$ cat src/sv/akt_pkg.sv
// ============================================================================
// akt_pkg
// Shared types, codes and defaults for the aging key table.
// ============================================================================
`default_nettype none

package akt_pkg;

   localparam int TABLE_DEPTH_DEF = 16;
   localparam logic [31:0] TIMEOUT_RESET = 32'd30;

   typedef enum logic [2:0] {
      OP_INSERT  = 3'd0,
      OP_FIND    = 3'd1,
      OP_DELETE  = 3'd2,
      OP_REFRESH = 3'd3,
      OP_SWEEP   = 3'd4,
      OP_RELEASE = 3'd5
   } akt_op_type;

   typedef enum logic [2:0] {
      ST_OK        = 3'd0,
      ST_NOT_FOUND = 3'd1,
      ST_FULL      = 3'd2,
      ST_NONE_EXP  = 3'd3,
      ST_NOT_HELD  = 3'd4
   } akt_status_type;

   typedef enum logic [1:0] {
      MODE_FREE   = 2'd0,
      MODE_ACTIVE = 2'd1,
      MODE_HELD   = 2'd2
   } akt_mode_type;

   typedef enum logic [2:0] {
      S_IDLE,
      S_INSERT,
      S_READ,
      S_COMPARE,
      S_DONE
   } akt_state_type;

   typedef struct packed {
      logic accept;
      logic insert;
      logic read;
      logic fail;
      logic apply;
      logic advance;
      logic publish;
   } akt_cmd_type;

   typedef struct packed {
      logic cur_null;
      logic release_ok;
      logic match;
      logic rsp_free;
   } akt_stat_type;

endpackage

`default_nettype wire

$ cat src/sv/akt_ram.sv
// ============================================================================
// akt_ram
// Generic single write port, single read port RAM with registered read.
// ============================================================================
`default_nettype none

module akt_ram #(
   parameter int WIDTH = 32,
   parameter int DEPTH = 16
) (
   input  wire logic                     clock,
   input  wire logic                     wr_en,
   input  wire logic [$clog2(DEPTH)-1:0] wr_addr,
   input  wire logic [WIDTH-1:0]         wr_data,
   input  wire logic                     rd_en,
   input  wire logic [$clog2(DEPTH)-1:0] rd_addr,
   output logic      [WIDTH-1:0]         rd_data
);

   logic [WIDTH-1:0] mem_ff [DEPTH];

   always_ff @(posedge clock) begin
      if (wr_en) begin
         mem_ff[wr_addr] <= wr_data;
      end
      if (rd_en) begin
         rd_data <= mem_ff[rd_addr];
      end
   end

endmodule

`default_nettype wire

$ cat src/sv/akt_ctrl.sv
// ============================================================================
// akt_ctrl
// Sequencer: accepts an item, walks the active list, issues table updates.
// ============================================================================
`default_nettype none

module akt_ctrl
   import akt_pkg::*;
(
   input  wire logic         clock,
   input  wire logic         reset,
   input  wire logic         req_valid,
   input  wire logic [2:0]   req_opcode,
   output logic              req_stall,
   input  wire akt_stat_type stat,
   output akt_cmd_type       cmd
);

   akt_state_type state_ff, state_in;

   always_ff @(posedge clock) begin
      if (reset) begin
         state_ff <= S_IDLE;
      end else begin
         state_ff <= state_in;
      end
   end

   always_comb begin
      state_in  = state_ff;
      cmd       = '0;
      req_stall = (state_ff != S_IDLE);
      case (state_ff)
         S_IDLE: begin
            if (req_valid) begin
               cmd.accept = 1'b1;
               if (req_opcode == OP_INSERT) begin
                  state_in = S_INSERT;
               end else if (req_opcode == OP_FIND || req_opcode == OP_DELETE ||
                            req_opcode == OP_REFRESH || req_opcode == OP_SWEEP ||
                            req_opcode == OP_RELEASE) begin
                  state_in = S_READ;
               end
            end
         end
         S_INSERT: begin
            cmd.insert = 1'b1;
            state_in   = S_DONE;
         end
         S_READ: begin
            if (!stat.release_ok && stat.cur_null) begin
               cmd.fail = 1'b1;
               state_in = S_DONE;
            end else begin
               cmd.read = 1'b1;
               state_in = S_COMPARE;
            end
         end
         S_COMPARE: begin
            if (stat.match) begin
               cmd.apply = 1'b1;
               state_in  = S_DONE;
            end else begin
               cmd.advance = 1'b1;
               state_in    = S_READ;
            end
         end
         S_DONE: begin
            if (stat.rsp_free) begin
               cmd.publish = 1'b1;
               state_in    = S_IDLE;
            end
         end
         default: begin
            state_in = S_IDLE;
         end
      endcase
   end

   a_accept_idle: assert property (@(posedge clock) disable iff (reset)
      cmd.accept |-> $past(state_in) == S_IDLE || $past(reset) || state_ff == S_IDLE)
      else $error("accept outside idle");
   a_publish_free: assert property (@(posedge clock) disable iff (reset)
      cmd.publish |-> stat.rsp_free)
      else $error("publish while output busy");
   a_apply_after_read: assert property (@(posedge clock) disable iff (reset)
      cmd.apply |-> $past(cmd.read))
      else $error("apply without read");

endmodule

`default_nettype wire

$ cat src/sv/akt_datapath.sv
// ============================================================================
// akt_datapath
// Slot tables, free stack, active list links, key/stamp RAMs, result regs.
// ============================================================================
`default_nettype none

module akt_datapath
   import akt_pkg::*;
#(
   parameter int TABLE_DEPTH = TABLE_DEPTH_DEF
) (
   input  wire logic        clock,
   input  wire logic        reset,
   input  wire akt_cmd_type cmd,
   output akt_stat_type     stat,
   input  wire logic [2:0]  req_opcode,
   input  wire logic [31:0] req_key,
   input  wire logic [31:0] req_now_time,
   input  wire logic [3:0]  req_slot_in,
   input  wire logic        cfg_we,
   input  wire logic [31:0] cfg_wdata,
   output logic [31:0]      cfg_timeout,
   output logic             rsp_valid,
   input  wire logic        rsp_stall,
   output logic [2:0]       rsp_status,
   output logic [3:0]       rsp_slot_out,
   output logic [31:0]      rsp_key_out
);

   localparam int AW = $clog2(TABLE_DEPTH);
   localparam int IW = $clog2(TABLE_DEPTH + 1);
   localparam logic [IW-1:0] NULL_IDX = IW'(TABLE_DEPTH);

   logic [IW-1:0]  next_ff [TABLE_DEPTH];
   logic [IW-1:0]  prev_ff [TABLE_DEPTH];
   akt_mode_type   mode_ff [TABLE_DEPTH];
   logic [IW-1:0]  head_ff, free_ff, cur_ff;
   logic [2:0]     op_ff;
   logic [31:0]    key_ff, now_ff, timeout_ff;
   logic [2:0]     res_status_ff;
   logic [3:0]     res_slot_ff;
   logic [31:0]    res_key_ff;
   logic           rsp_valid_ff;
   logic [2:0]     rsp_status_ff;
   logic [3:0]     rsp_slot_ff;
   logic [31:0]    rsp_key_ff;

   logic [AW-1:0]  cur_a;
   logic [IW-1:0]  p_idx, n_idx;
   logic [31:0]    key_rd, stamp_rd, age;
   logic           sin_ok, insert_ok, do_unlink, do_push, stamp_we;

   assign cur_a  = cur_ff[AW-1:0];
   assign p_idx  = prev_ff[cur_a];
   assign n_idx  = next_ff[cur_a];
   assign age    = now_ff - stamp_rd;
   assign sin_ok = 32'(req_slot_in) < 32'(TABLE_DEPTH);
   assign insert_ok = cmd.insert && (free_ff != NULL_IDX);
   assign do_unlink = cmd.apply && (op_ff == OP_DELETE || op_ff == OP_SWEEP);
   assign do_push   = cmd.apply && (op_ff == OP_DELETE || op_ff == OP_RELEASE);
   assign stamp_we  = insert_ok || (cmd.apply && op_ff == OP_REFRESH);

   akt_ram #(.WIDTH(32), .DEPTH(TABLE_DEPTH)) u_key_ram (
      .clock   (clock),
      .wr_en   (insert_ok),
      .wr_addr (cur_a),
      .wr_data (key_ff),
      .rd_en   (cmd.read),
      .rd_addr (cur_a),
      .rd_data (key_rd)
   );

   akt_ram #(.WIDTH(32), .DEPTH(TABLE_DEPTH)) u_stamp_ram (
      .clock   (clock),
      .wr_en   (stamp_we),
      .wr_addr (cur_a),
      .wr_data (now_ff),
      .rd_en   (cmd.read),
      .rd_addr (cur_a),
      .rd_data (stamp_rd)
   );

   // a release of a slot that is not held ends the item like an empty walk
   always_comb begin
      stat.release_ok = (op_ff == OP_RELEASE) && (cur_ff != NULL_IDX) &&
                        (mode_ff[cur_a] == MODE_HELD);
      stat.cur_null   = (cur_ff == NULL_IDX) ||
                        ((op_ff == OP_RELEASE) && !stat.release_ok);
      stat.rsp_free   = !rsp_valid_ff || !rsp_stall;
      case (op_ff)
         OP_FIND, OP_DELETE, OP_REFRESH: stat.match = (key_rd == key_ff);
         OP_SWEEP:                       stat.match = (age > timeout_ff);
         OP_RELEASE:                     stat.match = 1'b1;
         default:                        stat.match = 1'b0;
      endcase
   end

   // list and free stack
   always_ff @(posedge clock) begin
      if (reset) begin
         for (int i = 0; i < TABLE_DEPTH; i++) begin
            next_ff[i] <= (i == 0) ? NULL_IDX : IW'(i - 1);
            prev_ff[i] <= NULL_IDX;
            mode_ff[i] <= MODE_FREE;
         end
         head_ff <= NULL_IDX;
         free_ff <= IW'(TABLE_DEPTH - 1);
      end else begin
         if (insert_ok) begin
            free_ff        <= n_idx;
            mode_ff[cur_a] <= MODE_ACTIVE;
            prev_ff[cur_a] <= NULL_IDX;
            next_ff[cur_a] <= head_ff;
            if (head_ff != NULL_IDX) begin
               prev_ff[head_ff[AW-1:0]] <= cur_ff;
            end
            head_ff <= cur_ff;
         end
         if (do_unlink) begin
            if (p_idx != NULL_IDX) begin
               next_ff[p_idx[AW-1:0]] <= n_idx;
            end else begin
               head_ff <= n_idx;
            end
            if (n_idx != NULL_IDX) begin
               prev_ff[n_idx[AW-1:0]] <= p_idx;
            end
            if (!do_push) begin
               prev_ff[cur_a] <= NULL_IDX;
               next_ff[cur_a] <= NULL_IDX;
               mode_ff[cur_a] <= MODE_HELD;
            end
         end
         if (do_push) begin
            prev_ff[cur_a] <= NULL_IDX;
            next_ff[cur_a] <= free_ff;
            free_ff        <= cur_ff;
            mode_ff[cur_a] <= MODE_FREE;
         end
      end
   end

   // item registers and walk pointer
   always_ff @(posedge clock) begin
      if (cmd.accept) begin
         op_ff  <= req_opcode;
         key_ff <= req_key;
         now_ff <= req_now_time;
         if (req_opcode == OP_INSERT) begin
            cur_ff <= free_ff;
         end else if (req_opcode == OP_RELEASE) begin
            cur_ff <= sin_ok ? IW'(32'(req_slot_in)) : NULL_IDX;
         end else begin
            cur_ff <= head_ff;
         end
      end else if (cmd.advance) begin
         cur_ff <= n_idx;
      end
      if (cmd.insert) begin
         res_status_ff <= insert_ok ? ST_OK : ST_FULL;
         res_slot_ff   <= insert_ok ? 4'(cur_ff) : 4'd0;
         res_key_ff    <= insert_ok ? key_ff : 32'd0;
      end
      if (cmd.fail) begin
         case (op_ff)
            OP_SWEEP:   res_status_ff <= ST_NONE_EXP;
            OP_RELEASE: res_status_ff <= ST_NOT_HELD;
            default:    res_status_ff <= ST_NOT_FOUND;
         endcase
         res_slot_ff <= 4'd0;
         res_key_ff  <= 32'd0;
      end
      if (cmd.apply) begin
         res_status_ff <= ST_OK;
         res_slot_ff   <= 4'(cur_ff);
         res_key_ff    <= key_rd;
      end
   end

   always_ff @(posedge clock) begin
      if (reset) begin
         timeout_ff   <= TIMEOUT_RESET;
         rsp_valid_ff <= 1'b0;
      end else begin
         if (cfg_we) begin
            timeout_ff <= cfg_wdata;
         end
         if (cmd.publish) begin
            rsp_valid_ff <= 1'b1;
         end else if (!rsp_stall) begin
            rsp_valid_ff <= 1'b0;
         end
      end
   end

   always_ff @(posedge clock) begin
      if (cmd.publish) begin
         rsp_status_ff <= res_status_ff;
         rsp_slot_ff   <= res_slot_ff;
         rsp_key_ff    <= res_key_ff;
      end
   end

   assign cfg_timeout  = timeout_ff;
   assign rsp_valid    = rsp_valid_ff;
   assign rsp_status   = rsp_status_ff;
   assign rsp_slot_out = rsp_slot_ff;
   assign rsp_key_out  = rsp_key_ff;

   a_lists_apart: assert property (@(posedge clock) disable iff (reset)
      head_ff != NULL_IDX |-> head_ff != free_ff)
      else $error("slot on both lists");
   a_insert_head: assert property (@(posedge clock) disable iff (reset)
      insert_ok |=> head_ff == $past(free_ff))
      else $error("insert did not link at head");
   a_head_active: assert property (@(posedge clock) disable iff (reset)
      head_ff != NULL_IDX |-> mode_ff[head_ff[AW-1:0]] == MODE_ACTIVE)
      else $error("head slot not active");

endmodule

`default_nettype wire

$ cat src/sv/aging_key_table_unit.sv
// ============================================================================
// aging_key_table_unit
// Slot pool with LIFO free stack and newest-first active list of aged keys.
// ============================================================================
// Usage:
//   req_* carries one item (opcode, key, now_time, slot_in) under valid/stall.
//   An item is taken only while the unit is idle; req_stall is high while
//   an item is in work. Opcodes 6 and 7 are taken and dropped, no result.
//   rsp_* returns one item (status, slot_out, key_out) per other opcode.
//   Insert runs the insert and done states. Release reads the named slot
//   and applies, or fails when refused; find, delete, refresh and sweep
//   walk the list to a hit, which is applied, or to its end, which fails.
//   The walk costs one key/stamp RAM read and one compare per entry. The
//   result sits in an output register; a new item may be taken while it waits.
//   A stalled result holds; the finished next result then waits. Reset
//   empties the table, puts all slots on the free stack and sets timeout_ticks
//   to 30. timeout_ticks sits at byte address 0 of the APB port and is
//   written by the user only while the unit is idle, not enforced by the unit.
// ============================================================================
`default_nettype none

module aging_key_table_unit
   import akt_pkg::*;
#(
   parameter int TABLE_DEPTH = TABLE_DEPTH_DEF
) (
   input  wire logic        clock,
   input  wire logic        reset,
   input  wire logic        req_valid,
   output logic             req_stall,
   input  wire logic [2:0]  req_opcode,
   input  wire logic [31:0] req_key,
   input  wire logic [31:0] req_now_time,
   input  wire logic [3:0]  req_slot_in,
   output logic             rsp_valid,
   input  wire logic        rsp_stall,
   output logic [2:0]       rsp_status,
   output logic [3:0]       rsp_slot_out,
   output logic [31:0]      rsp_key_out,
   input  wire logic        psel,
   input  wire logic        penable,
   input  wire logic        pwrite,
   input  wire logic [2:0]  paddr,
   input  wire logic [31:0] pwdata,
   output logic [31:0]      prdata,
   output logic             pready
);

   akt_cmd_type  cmd;
   akt_stat_type stat;
   logic         cfg_we;
   logic [31:0]  timeout;

   assign pready = 1'b1;
   assign cfg_we = psel && penable && pwrite && (paddr == 3'd0);
   assign prdata = (paddr == 3'd0) ? timeout : 32'd0;

   akt_ctrl u_ctrl (
      .clock      (clock),
      .reset      (reset),
      .req_valid  (req_valid),
      .req_opcode (req_opcode),
      .req_stall  (req_stall),
      .stat       (stat),
      .cmd        (cmd)
   );

   akt_datapath #(.TABLE_DEPTH(TABLE_DEPTH)) u_datapath (
      .clock        (clock),
      .reset        (reset),
      .cmd          (cmd),
      .stat         (stat),
      .req_opcode   (req_opcode),
      .req_key      (req_key),
      .req_now_time (req_now_time),
      .req_slot_in  (req_slot_in),
      .cfg_we       (cfg_we),
      .cfg_wdata    (pwdata),
      .cfg_timeout  (timeout),
      .rsp_valid    (rsp_valid),
      .rsp_stall    (rsp_stall),
      .rsp_status   (rsp_status),
      .rsp_slot_out (rsp_slot_out),
      .rsp_key_out  (rsp_key_out)
   );

endmodule

`default_nettype wire
$ cat config.mk
export PLATFORM = sky130hd
export DESIGN_NAME = aging_key_table_unit
export DESIGN_NICKNAME = d
export VERILOG_FILES = /design/src/sv/akt_pkg.sv /design/src/sv/akt_ram.sv /design/src/sv/akt_ctrl.sv /design/src/sv/akt_datapath.sv /design/src/sv/aging_key_table_unit.sv
export SDC_FILE = /design/constraint.sdc
export NUM_CORES = 2
export LEC_CHECK = 0
export ABC_AREA = 1
export ABC_CLOCK_PERIOD_IN_PS = 7500
export BUFFER_PORTS_ARGS = -buffer_cell sky130_fd_sc_hd__buf_4
export CORE_ASPECT_RATIO = 2
export CORE_MARGIN = 3
export CORE_UTILIZATION = 45
export DETAILED_ROUTE_END_ITERATION = 8
export HOLD_SLACK_MARGIN = 0.15
export MAX_ROUTING_LAYER = met4
export PLACE_DENSITY = 0.61
export SLEW_MARGIN = 20
export SYNTH_ARGS = -nofsm -noshare
export SYNTH_HDL_FRONTEND = slang
export SYNTH_SLANG_ARGS = --single-unit
$ cat constraint.sdc
create_clock -name clock -period 7.5 [get_ports clock]
set_input_delay 0.75 -clock clock [delete_from_list [all_inputs] [get_ports clock]]
set_output_delay 0.75 -clock clock [all_outputs]
set_load 0.005 [all_outputs]
==> Word level (Yosys, flattened, before mapping) <==
Memory sizes are Yosys's and may differ from the RTL's. A register that Yosys moved wholly into a read port is not among the register bits.
Index checks and enable logic that the tools add are counted.
{ "classes": {"bitwise_logic": 18, "reduce_logical": 39, "n_addsub": 1, "n_div": 0, "n_eq_ne": 30, "magnitude_cmp": 1, "mux": 97, "multipliers": 0, "n_shift": 0} }
{ "op_table": {"columns": ["operator", "count"], "rows": [
  ["2-to-1 mux 32 bit", 5],
  ["2-to-1 mux 5 bit", 18],
  ["2-to-1 mux 4 bit", 13],
  ["2-to-1 mux 1 bit", 44],
  ["== test 32 bit", 1],
  ["> comparator 32 bit", 1],
  ["subtractor 32 bit", 1],
  ["inequality test 5 bit (second input constant)", 5],
  ["OR reduction 5 bit", 5],
  ["2-to-1 mux 3 bit", 8],
  ["== test 3 x 2 -> 1 bit (second input constant)", 6],
  ["== test 4 bit", 4],
  ["== test 3 bit (second input constant)", 5],
  ["one-hot mux 3 bit (5 select lines)", 1],
  ["2-to-1 mux 2 bit", 6],
  ["logical AND 1 bit", 11],
  ["== test 3 x 1 -> 1 bit (second input constant)", 3],
  ["zero test 3 bit", 3],
  ["logical OR 1 bit", 9],
  ["bitwise AND 1 bit", 8],
  ["OR 1 bit", 6],
  ["one-hot mux 3 bit (2 select lines)", 1],
  ["nonzero test 2 bit", 3],
  ["nonzero test 3 bit", 2],
  ["other kinds (11)", 17]
]} }
{ "word_totals": {"mem_bits_ro": 0, "ramBits": 1216, "latchBits": 0, "n_memories": 5, "reg_bits": 196, "word_cells": 206} }
{ "mem_list": {"columns": ["memory", "words", "width", "read_ports", "rd_ports_with_merged_regs", "write_ports", "line", "source"], "rows": [
  ["u_datapath.u_key_ram.mem_ff", 16, 32, 1, 1, 1, "akt_ram.sv:20", "logic [WIDTH-1:0] mem_ff [DEPTH];"],
  ["u_datapath.u_stamp_ram.mem_ff", 16, 32, 1, 1, 1, "akt_ram.sv:20", null],
  ["u_datapath.next_ff", 16, 5, 1, 1, 16, "akt_datapath.sv:34", "logic [IW-1:0] next_ff [TABLE_DEPTH];"],
  ["u_datapath.prev_ff", 16, 5, 1, 1, 16, "akt_datapath.sv:35", "logic [IW-1:0] prev_ff [TABLE_DEPTH];"],
  ["u_datapath.mode_ff", 16, 2, 1, 1, 16, "akt_datapath.sv:36", "akt_mode_type mode_ff [TABLE_DEPTH];"]
]} }

==> Depth between registers and ports, before layout <==
{ "depth": {"depth_word": 16, "depth_mapped": 38, "ltp_nobuf": 37} }

==> By module <==
Synthesis repeated with hierarchy kept, for this count alone.
{ "unflattened": {"cells_unflattened": 6940, "area_unflattened_um2": 68552.0} }
{ "by_module_without_submodules": {"columns": ["module", "instances", "area_each_um2", "seq_area_each_um2", "cells_per_inst"], "rows": [
  ["akt_ram", 2, 23050.9, 16335.7, 2120],
  ["akt_datapath", 1, 21795.9, 11180.7, 2579],
  ["aging_key_table_unit", 1, 397.9, 0.0, 74],
  ["akt_ctrl", 1, 256.5, 60.1, 47]
]} }

==> Worst setup path after synthesis <==
OpenSTA, ideal clock, no wires.
{ "synth_path": {"path_kind": "reg-to-reg", "startpoint": "register u_datapath.now_ff[0]", "endpoint": "memory u_datapath.u_stamp_ram.mem_ff[0][0], enable pin", "required_ns": 7.079, "path_stages_with_launch": 30, "setup_time_ns": 0.421, "arrival_ns": 5.321, "slack_ns": 1.758, "synth_period_minus_slack_ns": 5.742, "cell_sequence": "edfxtp_1 > inv_1 > ha_1 > inv_1 > fa_1 > nand3_1 > nand3_1 > a21o_1 > a31o_2 > nand4_1 > nand2_1 > nand2_1 > nand2_1 > nand3_1 > nand2_1 > xor2_1 > ha_1 > nand2_1 > nor2_1 > nand4_1 > nor2_1 > nand2_1 > nand2_1 > nand2_1 > a21boi_2 > inv_1 > o31ai_1 > inv_1 > clkbuf_1 > nor2_1"} }
{ "synth_between": {"elab_chain_cells": 9} }
{ "synth_rtl": {"columns": ["element", "line", "source"], "rows": [
  ["from (decl)", "akt_datapath.sv:39", "logic [31:0] key_ff, now_ff, timeout_ff;"],
  ["from (signal assigned)", "akt_datapath.sv:148", "now_ff <= req_now_time;"],
  ["subtractor 32 bit", "akt_datapath.sv:56", "assign age = now_ff - stamp_rd;"],
  ["> comparator 32 bit", "akt_datapath.sv:92", "OP_SWEEP: stat.match = (age > timeout_ff);"],
  ["one-hot mux 1 bit (3 select lines)", "akt_datapath.sv:90", "case (op_ff)"],
  ["2-to-1 mux 1 bit", "akt_ctrl.sv:60", "if (stat.match) begin"],
  ["2-to-1 mux 2 bit", "akt_ctrl.sv:33", "case (state_ff)"],
  ["logical AND 1 bit", "akt_datapath.sv:61", "assign stamp_we = insert_ok || (cmd.apply && op_ff == OP_REFRESH);"],
  ["logical OR 1 bit", "akt_datapath.sv:61", null],
  ["2-to-1 mux 1 bit", "akt_ram.sv:23", "if (wr_en) begin"],
  ["2-to-1 mux 1 bit (implied by the code)", "akt_ram.sv:24", "mem_ff[wr_addr] <= wr_data;"],
  ["to (decl)", "akt_ram.sv:20", null]
]} }
No other way between the ends.

==> out/qor.csv <==
stage,metric,value,unit
status,status,"finished, final reports clean",
logic_synthesis,asr flop ratio synth,0,%
layout,Final nets,5010,
layout,Sequential Area,43900,sq um
layout,utilization after layout,51.5,%
drt,routed vias/inst,5.94,
drt,drt first pass iters,7,
sta,skew final,0.0384,ns
cts,clock-pin slew on the worst setup and hold paths,0.06,ns
sta,Fin. Hold Viols,0,
worst_hold_path,Hold Crit Class,in -> reg,
cts,PostCTS Resize Cnt,0,
floorplan,Initial Utilization,45.3,%
layout,area of the multi-input gates,14800,sq um
power_and_ir_drop,VDD IR-drop max,292,uV
sta,minimum clock period,6.96,ns
setup_path,Setup crit end kind,flop,
sta,Slew @ Worst Pin,1.12,ns
layout,Area Overhead vs Synth,13.6,%
cts,CTS Sinks,1480,
logic_synthesis,post-synthesis average cell area,13.1,sq um
place,Placed Cells,6374,
setup_path,critical path required time,7.88,ns
power_and_ir_drop,leakage power,23.0,nW
sta,Max Clk Rate,144,MHz
floorplan,CORE AREA,134000,sq um
drt,wire length per cell,26.5,um
grt,vias in the first global route,39400,
cts,CTS tree,done,
place,GPL Wtd Cong,0.950,
place,PortBufs,185,
drt,residual DRC count,0,
grt,total gr overflow,0,
cts,Root Buffer,clkbuf_16,
logic_synthesis,Synth area leaders,"edfxtp_1, nand2_1, a22oi_1",
sta,RSZ-0062 raised after global routing,no,
setup_path,CP Launch Type,flop,
floorplan,Std-Cell Rows,190,
drt,first-iteration detailed-routing DRC count,3759,
logic_synthesis,Synth area leader,edfxtp_1,
drt,drt total wl,177,mm
floorplan,Die Span X,266,um
sta,setup violators final,0,
cts,Clock Latency Late Sink,0.78,ns
logic_synthesis,top_reg_cell synth,edfxtp_1,
place,DP Wirelength,105,mm
drt,"antenna viol nets, final",0,
grt,GRT Overall Usage,25.7,%
logic_synthesis,post-synth cell types,58,
setup_path,critical path's largest stage delay,0.60,ns
power_and_ir_drop,pwr dens,338,nW/um^2
grt,global-route wire length before repair,256,mm
floorplan,DIE AREA,140000,sq um
logic_synthesis,Gate Count Post-Synth,4620,
floorplan,Die Y-Extent,525,um
logic_synthesis,Yosys reg bits,1480,
setup_path,CP Data Arrival Time,7.33,ns
grt,initial antenna violation count,4,
logic_synthesis,"Seq/Total Area, Yosys",72.4,%
layout,count of non-filler cells in the finished layout,6669,
sta,"Period Utilization, post-route",92.8,%
drt,total number of vias,39600,
setup_path,CP most frequent cell,nand2_1,
setup_path,crit path kind,reg -> reg,
sta,Slew Limit Fails,0,
logic_synthesis,synth warn,0,
run,MaxCap Viol Count,0,
logic_synthesis,share of the synthesized area in the top cell type,70.6,%
setup_path,"slowest stage cell, crit path",edfxtp_1,
cts,H-tree lvl count,4,
floorplan,I/O pin total,187,
layout,layout cells sized above 1,13.0,%
grt,largest net degree at the start of global routing,149,
logic_synthesis,count of flip-flops with a built-in enable after synthesis,1427,
cts,CTS Buf Count,133,
logic_synthesis,synthesized net count,4797,
cts,CTS max path bufs,3,
layout,Fillers,11300,
logic_synthesis,Synth Cell Area,60700,sq um
setup_path,CP max FO,17,
sta,minimum hold slack,0.202,ns
sta,final setup TNS,0,ns
sta,Rel. slew slack,24.6,%
[cells by family after synthesis]
logic type	after synthesis	share of synthesized area, %
compound gates	1002	10.4
xor+xnor	45	0.650
fa+ha+maj	64	1.33
buf+inv	547	3.81
flops	1480	72.4
other cells	1	0.00618
simple gates	1481	11.4
[layer usage]
metal | wire [um] | GRT usage (%) | part of all wire [%] | vias up
met5 | 0 | - | 0 | -
met3 | 11900 | 3.63 | 6.7 | 492
li1 | - | - | - | 17700
met2 | 91500 | 44.4 | 52 | 1785
met4 | 9660 | 12.8 | 5.5 | 0
met1 | 63700 | 29.2 | 36 | 19700
[what timing repair did]
action | in CTS | in global routing
buffers inserted | 0 | 0
hold buffers | 52 | 0
endpoints found under the hold margin | 52 | 0
[cell usage after synthesis, drive strengths merged, types with 18 or more instances]
| library cell | number |
|---|---|
| a31oi | 262 |
| nand4 | 18 |
| nor2 | 369 |
| a21oi | 118 |
| ha | 63 |
| clkbuf | 203 |
| o22ai | 53 |
| dfxtp | 53 |
| edfxtp | 1427 |
| o211ai | 41 |
| nand2 | 610 |
| buf | 66 |
| nor3 | 88 |
| a22oi | 257 |
| or4 | 64 |
| nand3 | 329 |
| inv | 275 |
| xor2 | 33 |
| o21ai | 233 |
[critical path: cells and delay by family (launching register included)]
| kind | cells | cell delay (ns) |
|---|---|---|
| DFF | 1 | 0.60 |
| adders and majority gates | 2 | 0.76 |
| and+or+nand+nor | 20 | 2.57 |
| buffers and inverters | 4 | 0.86 |
| AOI/OAI and AO/OA | 6 | 1.59 |
| xor gates and xnor gates | 1 | 0.16 |
[layout make-up]
class,count,share of cell area (%)
flip-flops and latches,1480,63.7
multi-input cells,2593,21.4
clock buffers,164,5.04
repair buffers,347,4.08
well taps,1728,3.14
inverters,278,1.53
clock inverters,76,1.05
diodes,3,0.0109
[per-stage QoR]
stage | total power [W] | cell area [sq um] | worst slack, ns
2_1_floorplan | 0.0141 | 60700 | 1.76
3_3_place_gp | 0.0166 | 64200 | 0.617
3_5_place_dp | 0.0166 | 64200 | 0.586
4_1_cts | 0.0233 | 68900 | 0.564
5_1_grt | 0.0242 | 68900 | 0.0750
6_report | 0.0233 | 68900 | 0.543
[sequential cells by signal, indices dropped and copies added, names as in the netlist, 32 cells and up, named ones only]
name / flops
u_datapath.u_stamp_ram.rd_data: 32
u_datapath.res_key_ff: 32
u_datapath.u_key_ram.mem_ff: 512
u_datapath.mode_ff: 32
u_datapath.now_ff: 32
u_datapath.next_ff: 80
u_datapath.prev_ff: 80
u_datapath.key_ff: 32
u_datapath.cfg_timeout: 32
u_datapath.rsp_key_out: 32
u_datapath.u_stamp_ram.mem_ff: 512
u_datapath.u_key_ram.rd_data: 32
[path summary, 6_finish.rpt]
path	slack, ns	cells past startpoint	startpoint	end
setup reg to reg	0.54	33	u_datapath.now_ff[2]	u_datapath.prev_ff[4][4]
setup / recovery	0.54	33	u_datapath.now_ff[2]	u_datapath.prev_ff[4][4]
hold reg to reg	0.42	0	u_datapath.res_slot_ff[1]	u_datapath.rsp_slot_out[1]
hold / removal	0.20	1	req_key[8]	u_datapath.key_ff[8]
[where the power goes]
group	leakage, nW	switching (W)	internal [W]
Sequential	13.4	0.000367	0.00970
Combinational	7.56	0.00479	0.00173
Clock	2.03	0.00309	0.00359
[cell usage in the layout, fill, tap and decap left out, types with 52 or more instances in the layout]
master,n
dlygate4sd3_1,52
inv_1,263
ha_1,63
a21oi_1,117
o22ai_1,53
a22oi_1,257
nor2_1,324
or4_1,64
buf_4,289
nand3_1,323
a31oi_1,262
nand2_1,579
clkbuf_16,133
edfxtp_1,1427
o21ai_0,205
Power figures use the tool's default switching activity.
